[src/rtl/sgcb_pkg.sv]
// Shared constants and types for the Sobel gradient unit with clamped borders.
`default_nettype none

package sgcb_pkg;

    localparam int DEF_MAX_WIDTH   = 2048;
    localparam int DEF_MAX_HEIGHT  = 4096;
    localparam int DEF_SAMPLE_BITS = 12;

    localparam int SAMPLE_W     = 12;
    localparam int COL_W        = 11;
    localparam int ROW_W        = 12;
    localparam int GRAD_W       = 15;
    localparam int CFG_WIDTH_W  = 12;
    localparam int CFG_HEIGHT_W = 13;
    localparam int CFG_DATA_W   = 13;

    localparam int QUEUE_DEPTH = 4;
    localparam int QUEUE_AW    = 2;
    localparam int QUEUE_CW    = 3;

    localparam int FLAGS_W = 4;

    typedef enum logic [0:0] {
        REG_WIDTH  = 1'b0,
        REG_HEIGHT = 1'b1
    } reg_index_t;

    // Border cells that one interior cell also feeds.
    typedef struct packed {
        logic top;
        logic bottom;
        logic left;
        logic right;
    } border_flags_t;

endpackage

`default_nettype wire

[src/rtl/sgcb_queue.sv]
// Short queue of classified items between the front and back parts.
`default_nettype none

module sgcb_queue #(
    parameter int DATA_W = 8
) (
    input  wire logic                          clk,
    input  wire logic                          rst_n,
    input  wire logic                          push,
    input  wire logic [DATA_W-1:0]             push_data,
    input  wire logic                          pop,
    output logic      [DATA_W-1:0]             head,
    output logic                               empty,
    output logic      [sgcb_pkg::QUEUE_CW-1:0] count
);
    import sgcb_pkg::*;

    logic [DATA_W-1:0]   store_reg [QUEUE_DEPTH];
    logic [QUEUE_AW-1:0] wr_ptr_reg;
    logic [QUEUE_AW-1:0] wr_ptr_next;
    logic [QUEUE_AW-1:0] rd_ptr_reg;
    logic [QUEUE_AW-1:0] rd_ptr_next;
    logic [QUEUE_CW-1:0] count_reg;
    logic [QUEUE_CW-1:0] count_next;

    always_comb
    begin
        wr_ptr_next = push ? wr_ptr_reg + QUEUE_AW'(1) : wr_ptr_reg;
        rd_ptr_next = pop ? rd_ptr_reg + QUEUE_AW'(1) : rd_ptr_reg;
        count_next  = count_reg + QUEUE_CW'(push) - QUEUE_CW'(pop);
    end

    always_ff @(posedge clk or negedge rst_n)
    begin
        if (!rst_n)
        begin
            wr_ptr_reg <= '0;
            rd_ptr_reg <= '0;
            count_reg  <= '0;
        end
        else
        begin
            wr_ptr_reg <= wr_ptr_next;
            rd_ptr_reg <= rd_ptr_next;
            count_reg  <= count_next;
        end
    end

    always_ff @(posedge clk)
    begin
        if (push)
        begin
            store_reg[wr_ptr_reg] <= push_data;
        end
    end

    assign head  = store_reg[rd_ptr_reg];
    assign empty = (count_reg == '0);
    assign count = count_reg;

endmodule

`default_nettype wire

[config.mk]
export PLATFORM = sky130hd
export DESIGN_NAME = sgcb_queue
export DESIGN_NICKNAME = d
export VERILOG_FILES = /design/src/rtl/sgcb_pkg.sv /design/src/rtl/sgcb_queue.sv
export SDC_FILE = /design/constraint.sdc
export NUM_CORES = 1
export LEC_CHECK = 0
export ABC_AREA = 1
export BUFFER_PORTS_ARGS = -buffer_cell sky130_fd_sc_hd__buf_4
export CORE_ASPECT_RATIO = 1.5
export CORE_MARGIN = 5
export CORE_UTILIZATION = 56
export DETAILED_ROUTE_END_ITERATION = 7
export HOLD_SLACK_MARGIN = 0.08
export PLACE_DENSITY = 0.76
export SLEW_MARGIN = 20
export SYNTH_ARGS = -nofsm -noshare
export SYNTH_HDL_FRONTEND = slang
export SYNTH_SLANG_ARGS = --single-unit
[constraint.sdc]
create_clock -name clk -period 1.9 [get_ports clk]
set_input_delay 0.285 -clock clk [delete_from_list [all_inputs] [get_ports clk]]
set_output_delay 0.285 -clock clk [all_outputs]
set_load 0.005 [all_outputs]
==> run_results.csv <==
group,metric,value,unit
global_route,grt_use_total,0.1648,
worst_setup_path,cp-start-kind,"register",
clock_network,h-tree-depth,2,
sta,finClkSkew,0.002316,ns
placement,routabilityCongestion,0.6827,
sta,period_needed,1.652,ns
power_and_ir_drop,p_leak,1.030,nW
detailed_routing,wl_per_cell,13.66,µm
sta,slew-limit-headroom,0.7379,
power_and_ir_drop,ir_drop,0.8920,mV
synth,async_flop_share,0.1795,
finish,mostFrequentLayoutCells,"43 x inv_1, 43 x nand2_1, 32 x edfxtp_1",
outcome,status,"completed",
sta,fmax,605.3,MHz
die,die_area,4465,µm²
die,coreArea,3128,µm²
power_and_ir_drop,finalPower,0.003011,W
clock_network,cts_buffers,5,
worst_setup_path,path_class,"register to output pin",
worst_setup_path,end_kind,"output pin",
synth,syn_area,1797,µm²
finish,drive_above_1_share,0.2200,
clock_network,cts.reportedPaths.clkPinSlew,0.07,ns
sta,worstMarginPinSlew,0.3927,ns
worst_setup_path,critPathArrivalTime,1.37,ns
die,chipHeight,79.37,µm
worst_hold_path,min_from,"pop",
detailed_routing,wl,3278,µm
synth,synth_top_area_share,0.5348,
detailed_routing,avgViaCountPerCell,4.754,
global_route,grt_pass1_wl,5313,µm
worst_setup_path,path_max_fanout,8,
worst_hold_path,min_path_type,"primary input to register",
synth,syn_nets,189,
finish,syn_to_final_growth,16.23,%
clock_network,clk_latency,0.29,ns
worst_setup_path,crit_required,1.62,ns
global_route,overflow,0,
sta,tns,0,ns
finish,largest_reg_flops,32,
synth,synth_ff_type,"edfxtp_1",
run,drv_cap,0,
detailed_routing,firstDrtPassIters,4,
placement,port_buffers,23,
worst_setup_path,crit-reg2reg-launch,"count[0]$_DFF_PN0_",
power_and_ir_drop,p_per_area,1442,nW/µm²
sta,setup_violations,0,
finish,nets,218,
detailed_routing,num_vias,1141,
synth,ys_ff_latch,39,
synth,syn_inst,170,
detailed_routing,drc,0,
placement,pre_cts_ws,0.3082,ns
die,ios,24,
die,start_util,0.5744,
die,die_width,56.25,µm
global_route,grt_pass1_vias,1217,
sta,rsz0062_at_grt,"no",
synth,synth_top_cell_by_area,"edfxtp_1",
placement,hpwl,2331,µm
sta,finalHoldViolations,0,
clock_network,clockBufferDepth,2,
synth,yosysWarnings,0,
global_route,antenna_found_initial,0,
sta,fin_crit_sh,0.8695,
synth,yosys.cell_types.count,18,
clock_network,cts_tree,"yes",
clock_network,ctsRootBufferMaster,"clkbuf_8",
detailed_routing,dr.first_iter.drc_count,54,
detailed_routing,detail-route-antenna-nets,0,
global_route,grt_start_max_net_pins,17,
finish,antenna_cells,0,
die,rows,25,
sta,maxSlewViolCount,0,
sta,timing.final.ws_setup,0.2479,ns
synth,synth.avg_cell_area,10.57,µm²
synth,ys_seq_area_frac,0.6323,
synth,synth_area_leaders,"edfxtp_1 53%, dfrtp_1 9.7%, inv_1 9.0%",
synth,synth_edf_count,32,
clock_network,numClockSinks,39,
worst_setup_path,cp-startpoint,"rd_ptr_reg[0]$_DFFE_PN0P_",
==> logic make-up (layout without fill, tap and decap cells) <==
family | count (synthesis) | after routing | share of synthesized area
XOR/XNOR | 3 | 3 | 0.01463
flip-flops | 39 | 39 | 0.6323
AO/OA/AOI/OAI | 1 | 1 | 0.002783
adder cells (fa/ha/maj) | 7 | 7 | 0.05292
AND/OR/NAND/NOR | 70 | 70 | 0.1713
buffers and inverters | 50 | 80 | 0.1260
==> Yosys cell counts, types with 2 or more instances <==
cell type	count
nand2_1	43
dfrtp_1	7
nand2_2	8
xor2_1	3
inv_1	43
edfxtp_1	32
ha_1	6
nand3_1	17
buf_6	2
==> power breakdown <==
| group | switching, W | total, W | internal, W |
|---|---|---|---|
| registers | 0.000125 | 0.00127 | 0.00115 |
| logic | 0.000684 | 0.00121 | 0.000523 |
| clock network | 0.000275 | 0.000530 | 0.000255 |
==> layout make-up <==
type	instances	area, µm²
tap	40	50.05
sequential	39	1136
timing repair buffer	27	205.2
fill	251	1040
clock inverter	3	20.02
clock buffer	5	68.82
inverter	45	173.9
multi-input combinational	81	434.2
==> path summary, 6_finish.rpt <==
| kind | to | slack [ns] | cells after the start |
|---|---|---|---|
| setup / recovery | head[6] | 0.25 | 5 |
| setup reg to reg | count[2]$_DFF_PN0_ | 0.29 | 7 |
| max in group asynchronous | wr_ptr_reg[1]$_DFFE_PN0P_ | 1.44 | 2 |
| hold / removal | rd_ptr_reg[0]$_DFFE_PN0P_ | 0.19 | 2 |
| min in group asynchronous | count[2]$_DFF_PN0_ | 0.34 | 2 |
| hold reg to reg | wr_ptr_reg[0]$_DFFE_PN0P_ | 0.55 | 1 |
==> routing by layer <==
layer | part of all wire | up-vias | global-route usage
met5 | 0 | - | 0
met4 | 0.034 | 0 | 0.1093
met3 | 0.054 | 10 | 0.04693
met2 | 0.55 | 38 | 0.3033
met1 | 0.36 | 521 | 0.1548
li1 | - | 572 | -
==> what timing repair did <==
action / 4_1_cts / 5_1_grt
buffers inserted: 0 / 0
hold buffers: 1 / 0
endpoints found under the hold margin: 7 / 0
gates resized for setup: 0 / 0
==> metrics by stage <==
| step | instances | utilization | hold slack (ns) | instance area, µm² |
|---|---|---|---|---|
| 2_1_floorplan | 170 | - | -0.01059 | 1797 |
| 3_3_place_gp | 231 | 0.6360 | 0.1002 | 1989 |
| 3_5_place_dp | 231 | 0.6360 | 0.1028 | 1989 |
| 4_1_cts | 240 | 0.6676 | 0.1759 | 2088 |
| 5_1_grt | 240 | 0.6676 | 0.1790 | 2088 |
| 6_report | 240 | 0.6676 | 0.1872 | 2088 |
==> worst max-delay path, cell delays in order, from the launching register on <==
cell	delay (ns)
dfrtp_1	0.50
buf_4	0.22
nand2_1	0.07
nand3_1	0.07
nand2_1	0.08
buf_4	0.14
Power figures use the tool's default switching activity.
