### config.mk
export PLATFORM = sky130hd
export DESIGN_NAME = sgcb_back
export DESIGN_NICKNAME = d
export VERILOG_FILES = /design/src/rtl/sgcb_pkg.sv /design/src/rtl/sgcb_back.sv
export SDC_FILE = /design/constraint.sdc
export NUM_CORES = 1
export LEC_CHECK = 0
export BUFFER_PORTS_ARGS = -buffer_cell sky130_fd_sc_hd__buf_2
export CAP_MARGIN = 20
export CORE_MARGIN = 4
export CORE_UTILIZATION = 43
export DETAILED_ROUTE_END_ITERATION = 10
export PLACE_DENSITY_LB_ADDON = 0.25
export SETUP_SLACK_MARGIN = 0.3
export SYNTH_ARGS = -nofsm -noshare
export SYNTH_HDL_FRONTEND = slang
export SYNTH_SLANG_ARGS = --single-unit
### constraint.sdc
create_clock -name clk -period 3.7 [get_ports clk]
set_clock_uncertainty 0.05 [all_clocks]
set_input_delay 0.37 -clock clk [delete_from_list [all_inputs] [get_ports clk]]
set_output_delay 0.37 -clock clk [all_outputs]
set_load 0.01 [all_outputs]
### src/rtl/sgcb_pkg.sv
// Shared constants and types for the Sobel gradient unit with clamped borders.
`default_nettype none

package sgcb_pkg;

    localparam int DEF_MAX_WIDTH   = 2048;
    localparam int DEF_MAX_HEIGHT  = 4096;
    localparam int DEF_SAMPLE_BITS = 12;

    localparam int SAMPLE_W     = 12;
    localparam int COL_W        = 11;
    localparam int ROW_W        = 12;
    localparam int GRAD_W       = 15;
    localparam int CFG_WIDTH_W  = 12;
    localparam int CFG_HEIGHT_W = 13;
    localparam int CFG_DATA_W   = 13;

    localparam int QUEUE_DEPTH = 4;
    localparam int QUEUE_AW    = 2;
    localparam int QUEUE_CW    = 3;

    localparam int FLAGS_W = 4;

    typedef enum logic [0:0] {
        REG_WIDTH  = 1'b0,
        REG_HEIGHT = 1'b1
    } reg_index_t;

    // Border cells that one interior cell also feeds.
    typedef struct packed {
        logic top;
        logic bottom;
        logic left;
        logic right;
    } border_flags_t;

endpackage

`default_nettype wire

### src/rtl/sgcb_back.sv
// Back part: expands each queued item into its border results and holds the output register.
`default_nettype none

module sgcb_back #(
    parameter int MAX_WIDTH  = 2048,
    parameter int MAX_HEIGHT = 4096
) (
    input  wire logic                              clk,
    input  wire logic                              rst_n,
    input  wire logic                              q_empty,
    input  wire logic [sgcb_pkg::GRAD_W-1:0]       head_gx,
    input  wire logic [sgcb_pkg::GRAD_W-1:0]       head_gy,
    input  wire logic [$clog2(MAX_HEIGHT)-1:0]     head_rr,
    input  wire logic [$clog2(MAX_WIDTH)-1:0]      head_cc,
    input  wire sgcb_pkg::border_flags_t           head_flags,
    input  wire logic [$clog2(MAX_WIDTH)-1:0]      w_last,
    input  wire logic [$clog2(MAX_HEIGHT)-1:0]     h_last,
    output logic                                   pop,
    output logic                                   out_valid,
    input  wire logic                              out_stall,
    output logic      [sgcb_pkg::COL_W-1:0]        col,
    output logic      [sgcb_pkg::ROW_W-1:0]        row,
    output logic      [sgcb_pkg::GRAD_W-1:0]       grad_x,
    output logic      [sgcb_pkg::GRAD_W-1:0]       grad_y,
    output logic                                   last
);
    import sgcb_pkg::*;

    localparam int AW = $clog2(MAX_WIDTH);
    localparam int RW = $clog2(MAX_HEIGHT);

    logic              i_reg;
    logic              i_next;
    logic              j_reg;
    logic              j_next;
    logic              out_valid_reg;
    logic              out_valid_next;
    logic [COL_W-1:0]  col_reg;
    logic [ROW_W-1:0]  row_reg;
    logic [GRAD_W-1:0] gx_reg;
    logic [GRAD_W-1:0] gy_reg;
    logic              last_reg;

    logic          load;
    logic          two_rows;
    logic          two_cols;
    logic          last_row;
    logic          last_col;
    logic [RW-1:0] row_sel;
    logic [AW-1:0] col_sel;

    always_comb
    begin
        two_rows = head_flags.top || head_flags.bottom;
        two_cols = head_flags.left || head_flags.right;
        last_row = i_reg || !two_rows;
        last_col = j_reg || !two_cols;
        if (i_reg)
        begin
            row_sel = head_flags.top ? head_rr : h_last;
        end
        else
        begin
            row_sel = head_flags.top ? '0 : head_rr;
        end
        if (j_reg)
        begin
            col_sel = head_flags.left ? head_cc : w_last;
        end
        else
        begin
            col_sel = head_flags.left ? '0 : head_cc;
        end

        load = !q_empty && (!out_valid_reg || !out_stall);
        pop  = load && last_row && last_col;

        i_next = i_reg;
        j_next = j_reg;
        if (load)
        begin
            if (last_col)
            begin
                j_next = 1'b0;
                i_next = last_row ? 1'b0 : 1'b1;
            end
            else
            begin
                j_next = 1'b1;
            end
        end

        if (load)
        begin
            out_valid_next = 1'b1;
        end
        else if (!out_stall)
        begin
            out_valid_next = 1'b0;
        end
        else
        begin
            out_valid_next = out_valid_reg;
        end
    end

    always_ff @(posedge clk or negedge rst_n)
    begin
        if (!rst_n)
        begin
            i_reg         <= 1'b0;
            j_reg         <= 1'b0;
            out_valid_reg <= 1'b0;
        end
        else
        begin
            i_reg         <= i_next;
            j_reg         <= j_next;
            out_valid_reg <= out_valid_next;
        end
    end

    always_ff @(posedge clk)
    begin
        if (load)
        begin
            col_reg  <= COL_W'(col_sel);
            row_reg  <= ROW_W'(row_sel);
            gx_reg   <= head_gx;
            gy_reg   <= head_gy;
            last_reg <= last_row && last_col;
        end
    end

    assign out_valid = out_valid_reg;
    assign col       = col_reg;
    assign row       = row_reg;
    assign grad_x    = gx_reg;
    assign grad_y    = gy_reg;
    assign last      = last_reg;

endmodule

`default_nettype wire

==> results.yml, run 1 <==
power_and_ir_drop:
  switching_share_pct: 27.5
  pwr-share-seq_pct: 51.7
  clock_power_share_pct: 27.7
  p_sw_w: 0.000455
  combPwrFrac_pct: 20.6
  power.density_mw_per_mm2: 519
  peakVddDrop_mv: 0.347
  power.leakage_nw: 1.45
  internal_power_w: 0.00120
synthesis:
  synth_top_area_cell: "edfxtp_1"
  mappedNetlistArea_mm2: 0.00229
  yosys.area_share.adder_pct: 0
  synth-seq-cells: 57
  synth_top_family_by_area: "multiplexers"
  yosysTopAreaCellShare_pct: 70.7
  synth_area_leaders: "edfxtp_1 (71%), mux2i_1 (10%), nand2_1 (4.1%), dfrtp_1 (3.3%), o21ai_1 (3.3%)"
  synth_xor_area_share_pct: 0
  yosys.area_share.simple_pct: 5.56
  ys_async_sr_fraction_pct: 5.26
  synth-edff-count: 54
  synth_nets: 231
  yosysUniqueCellTypes: 22
  synthTopCellsByCount: "edfxtp_1 (54), nand2_1 (25), mux2i_1 (23)"
  avgSynthCellArea_um2: 15.6
  synthCells: 147
  yosysSeqAreaShare_pct: 73.9
  synthMuxAreaShare_pct: 10.0
  yosys_most_used_dff: "edfxtp_1"
  synth-compound-area-share_pct: 7.09
  yosysMostFrequentCell: "edfxtp_1"
  ys_warn_count: 0
route:
  drc: 0
  drt_pass1_iterations: 4
  drt-initial-drc-count: 99
  viasPerCell: 4.63
  drt_wl_total_um: 4850
  ant_nets: 0
  via_count: 1698
  routedWlPerCell_um: 13.2
critical_path:
  critPathLaunchType: "register"
  worst-setup-path-type: "reg -> out"
  required_ps: 3280
  endpoint_kind: "output pin"
  crit_arrival_ps: 1690
  worstPathMaxFanout: 23
clock_network:
  clkLatencyLatePin_ps: 310
  clockBufferDepth: 2
  htreeDepth: 3
  clk_pin_slew_ps: 60
  cts_root_buf: "clkbuf_8"
  cts_buffers: 9
  cts_tree: "built"
  clkSinkCount: 57
  post_cts_resized: 0
floorplanning:
  start_util_pct: 44.6
  coreArea_mm2: 0.00514
  fp-row-count: 26
  die_h_um: 81.1
  die_w_um: 81.1
  dieArea_mm2: 0.00657
  pin_count: 140
grt:
  grt_max_degree: 36
  grt_pass1_wl_um: 7270
  globalRouteOverflowTotal: 0
  antenna_found_initial: 0
  grt_pass1_vias: 1606
  grt_use_total_pct: 15.2
sta:
  finalCriticalPeriod_ps: 2110
  hold_viol_final: 0
  timing.hold.ws_ps: 174
  setup_slack_ps: 1590
  slew_violations: 0
  maxSlewHeadroom_pct: 54.3
  max_freq_ghz: 0.473
  rsz0062_at_grt: "false"
  setup_tns_ps: 0
  setup_viol: 0
  period_share_pct: 57.1
  tightest_slew_ps: 686
finish:
  nFillCells: 433
  drive_gt1_share_pct: 53.5
  ff_latch_area_mm2: 0.00170
  multiInputGateArea_um2: 528
  diodes: 0
  fin_nets: 376
  final_util_pct: 62.1
  area_growth_pct: 39.0
placed_design:
  preCtsSetupSlack_ps: 1670
  place.gp.congestion: 0.725
  portBuffers: 139
worst_hold_path:
  hold_path.class: "in -> reg"
job:
  drv_cap: 0
run_status:
  status: "finished clean"
## critical path, cell delays in order (launching register included)
cell and delay, ps:
dfrtp_1 420, a21oi_4 570, o211a_1 260, buf_2 130
## metrics by stage
stage               total power (W)  instance area, µm²  instances
detailed placement          0.00121                3020        350
global route                0.00176                3190        367
finish                      0.00165                3190        367
global placement            0.00121                3020        350
floorplan                   0.00111                2290        147
CTS                         0.00168                3190        367
## cells in the final DEF, fill, tap and decap left out
| master | instances |
|---|---|
| inv_1 | 1 |
| and2_4 | 1 |
| clkinvlp_4 | 2 |
| mux2i_1 | 23 |
| nand2_1 | 25 |
| o22ai_1 | 1 |
| buf_4 | 1 |
| nor2_2 | 1 |
| nor2_1 | 3 |
| edfxtp_1 | 54 |
| a21oi_4 | 1 |
| clkinv_2 | 3 |
| buf_2 | 139 |
| a21oi_1 | 1 |
| o21ai_0 | 6 |
| dfrtp_1 | 3 |
| nand3b_1 | 1 |
| clkinv_1 | 2 |
| o21ai_1 | 15 |
| o21ai_2 | 1 |
| o21bai_2 | 1 |
| o21a_1 | 1 |
| o211a_1 | 1 |
| clkbuf_8 | 9 |
| dlygate4sd3_1 | 1 |
## layout make-up
class / instances / share of cell area [%]
timing repair buffer: 141 / 22.4
clock inverter: 7 / 1.18
tap: 70 / 2.75
multi-input combinational: 82 / 16.5
clock buffer: 9 / 3.88
inverter: 1 / 0.118
sequential: 57 / 53.2
## repair_timing
item,CTS,global route
buffers inserted,0,0
setup endpoints to repair,0,0
hold buffers,1,0
hold endpoints to repair,3,0
## per-layer routing
layer,up-vias,GRT usage (%),routed length (µm)
met5,-,0,0
met4,0,8.61,80
met3,8,6.43,649
met2,96,24.7,2290
met1,757,16.8,1830
li1,837,-,-
## cells by family after synthesis
group                  count (synthesis)
DFF                                   57
and+or+nand+nor                       31
AOI/OAI and AO/OA                     28
muxes                                 23
buffers and inverters                  8
## worst paths after layout
kind,from,endpoint,slack [ps],cells past startpoint
max in group asynchronous,rst_n,i_reg,3170,2
max,out_valid,pop,1590,3
min in group asynchronous,rst_n,j_reg,320,2
min reg2reg,out_valid,out_valid,500,2
min,head_gx[10],grad_x[10],170,1
max reg2reg,out_valid,col[1],1800,2
## power by group through the flow
stage | logic [W] | registers (W) | clock network, W
finish | 0.000340 | 0.000856 | 0.000458
global route | 0.000382 | 0.000867 | 0.000514
CTS | 0.000345 | 0.000858 | 0.000473
detailed placement | 0.000343 | 0.000870 | 0
global placement | 0.000339 | 0.000870 | 0
floorplan | 0.000234 | 0.000873 | 0
Power figures use the tool's default switching activity.
==> run 2, diff against run 1 <==
Clock period 3.7 ns to 1.97 ns, I/O delays scaled along.
==> run 2 against run 1 <==
Via count rose by 6.8%. First-iteration DRC count fell by 32%. Flip-flop and latch count did not move. Sequential power rose by 88%. Cell count rose by 8.2%. Worst setup slack got worse by 1200 ps. Combinational power rose by 100%. Hold slack got worse by 150 ps. Sequential share of layout area fell by 5.0 points. Core utilization rose by 6.6 points. Die area did not move. Power rose by 99%. Largest power group unchanged.
==> results.yml, run 2 (synthesis results as in run 1) <==
grt:
  antenna_found_initial: 0
  grt_pass1_vias: 1852
  grt_max_degree: 54
  grt_use_total_pct: 18.2
  globalRouteOverflowTotal: 0
  grt_pass1_wl_um: 8760
sta:
  max_freq_ghz: 0.622
  period_share_pct: 81.6
  rsz0062_at_grt: "false"
  setup_viol: 0
  tightest_slew_ps: 419
  maxSlewHeadroom_pct: 72.0
  hold_viol_final: 0
  finalCriticalPeriod_ps: 1610
  slew_violations: 0
clock_network:
  clkLatencyLatePin_ps: 320
  clockBufferDepth: 2
  cts_root_buf: "clkbuf_8"
  clkSinkCount: 57
  htreeDepth: 3
  clk_pin_slew_ps: 70
  cts_buffers: 9
  cts_tree: "built"
  post_cts_buffers: 0
route:
  drt-initial-drc-count: 67
  drt_pass1_iterations: 4
  drc: 0
  ant_nets: 0
  via_count: 1813
  drt_wl_total_um: 5570
  viasPerCell: 4.57
  routedWlPerCell_um: 14.0
finish:
  final_util_pct: 68.7
  area_growth_pct: 53.8
  mostFrequentLayoutCells: "buf_2 (139), edfxtp_1 (54), dlygate4sd3_1 (31)"
  drive_gt1_share_pct: 49.2
  fin_cells: 397
  diodes: 0
  fin_nets: 406
  final_common_cell: "buf_2"
  nFillCells: 410
  ff_latch_area_mm2: 0.00170
  multiInputGateArea_um2: 528
critical_path:
  worst-setup-path-type: "reg -> out"
  worstPathMaxFanout: 5
  endpoint_kind: "output pin"
  critPathLaunchType: "register"
  required_ps: 1720
  crit_arrival_ps: 1360
  r2r_slack_ps: 570
floorplanning:
  fp-row-count: 26
  start_util_pct: 44.6
  pin_count: 140
  coreArea_mm2: 0.00514
  die_h_um: 81.1
  dieArea_mm2: 0.00657
  die_w_um: 81.1
run_status:
  status: "finished clean"
placed_design:
  portBuffers: 139
  place.gp.congestion: 0.806
  dp_cells: 350
  hpwlAfterDp_um: 3800
power_and_ir_drop:
  power.density_mw_per_mm2: 934
  power_w: 0.00330
  peakVddDrop_mv: 0.723
  power.leakage_nw: 1.60
job:
  drv_cap: 0
worst_hold_path:
  hold_path.class: "in -> reg"
==> run 2: cell count changes in the layout (fill, tap and decap cells not counted), moves of 2 or more <==
cell,change
dfrtp_2,+2
dlygate4sd3_1,+30
clkinvlp_4,-2
dfrtp_1,-2
==> run 2: report_power, final <==
group,internal [W],switching (W),leakage (nW),total [W]
Clock,0.000569,0.000423,0.0978,0.000992
Sequential,0.00151,0.0000997,0.552,0.00161
Combinational,0.000344,0.000346,0.948,0.000691
==> run 2: area by class of cell <==
type / instances / area share, %
clock buffers: 9 / 3.51
clock inverters: 7 / 1.74
multi-input cells: 82 / 15.0
flip-flops and latches: 57 / 48.1
repair buffers: 171 / 29.1
well taps: 70 / 2.48
inverters: 1 / 0.106
==> run 2: critical path: stages, from the launching register on <==
cell and delay, ps:
dfrtp_2 430, a21oi_4 270, o211a_1 210, buf_2 130
==> run 2: final timing paths <==
kind / start / end / cells after the start
setup / recovery: out_valid / pop / 3
hold / removal: q_empty / out_valid / 2
setup reg to reg: out_valid / grad_x[1] / 2
hold reg to reg: out_valid / out_valid / 2
max in group asynchronous: rst_n / i_reg / 2
min in group asynchronous: rst_n / out_valid / 2
==> run 2: routing by layer <==
layer	up-vias	routed length (µm)	global-route usage, %
met5	-	0	0
met1	806	2080	20.0
li1	900	-	-
met3	8	643	6.98
met2	99	2770	31.1
met4	0	79	8.11
==> run 2: timing repair <==
item,in CTS,in global routing
resized for setup,1,0
hold endpoints to repair,33,0
endpoints found under the setup margin,1,0
hold buffers,31,0
==> run 2: through the flow <==
step	TNS, ps	hold WS, ps	instance area, µm²	setup slack, ps
2_1_floorplan	-101	-149	2300	-59.4
3_3_place_gp	0	-54.0	3030	529
3_5_place_dp	0	-53.5	3030	475
4_1_cts	0	5.44	3530	344
5_1_grt	0	21.9	3530	306
6_report	0	19.4	3530	362
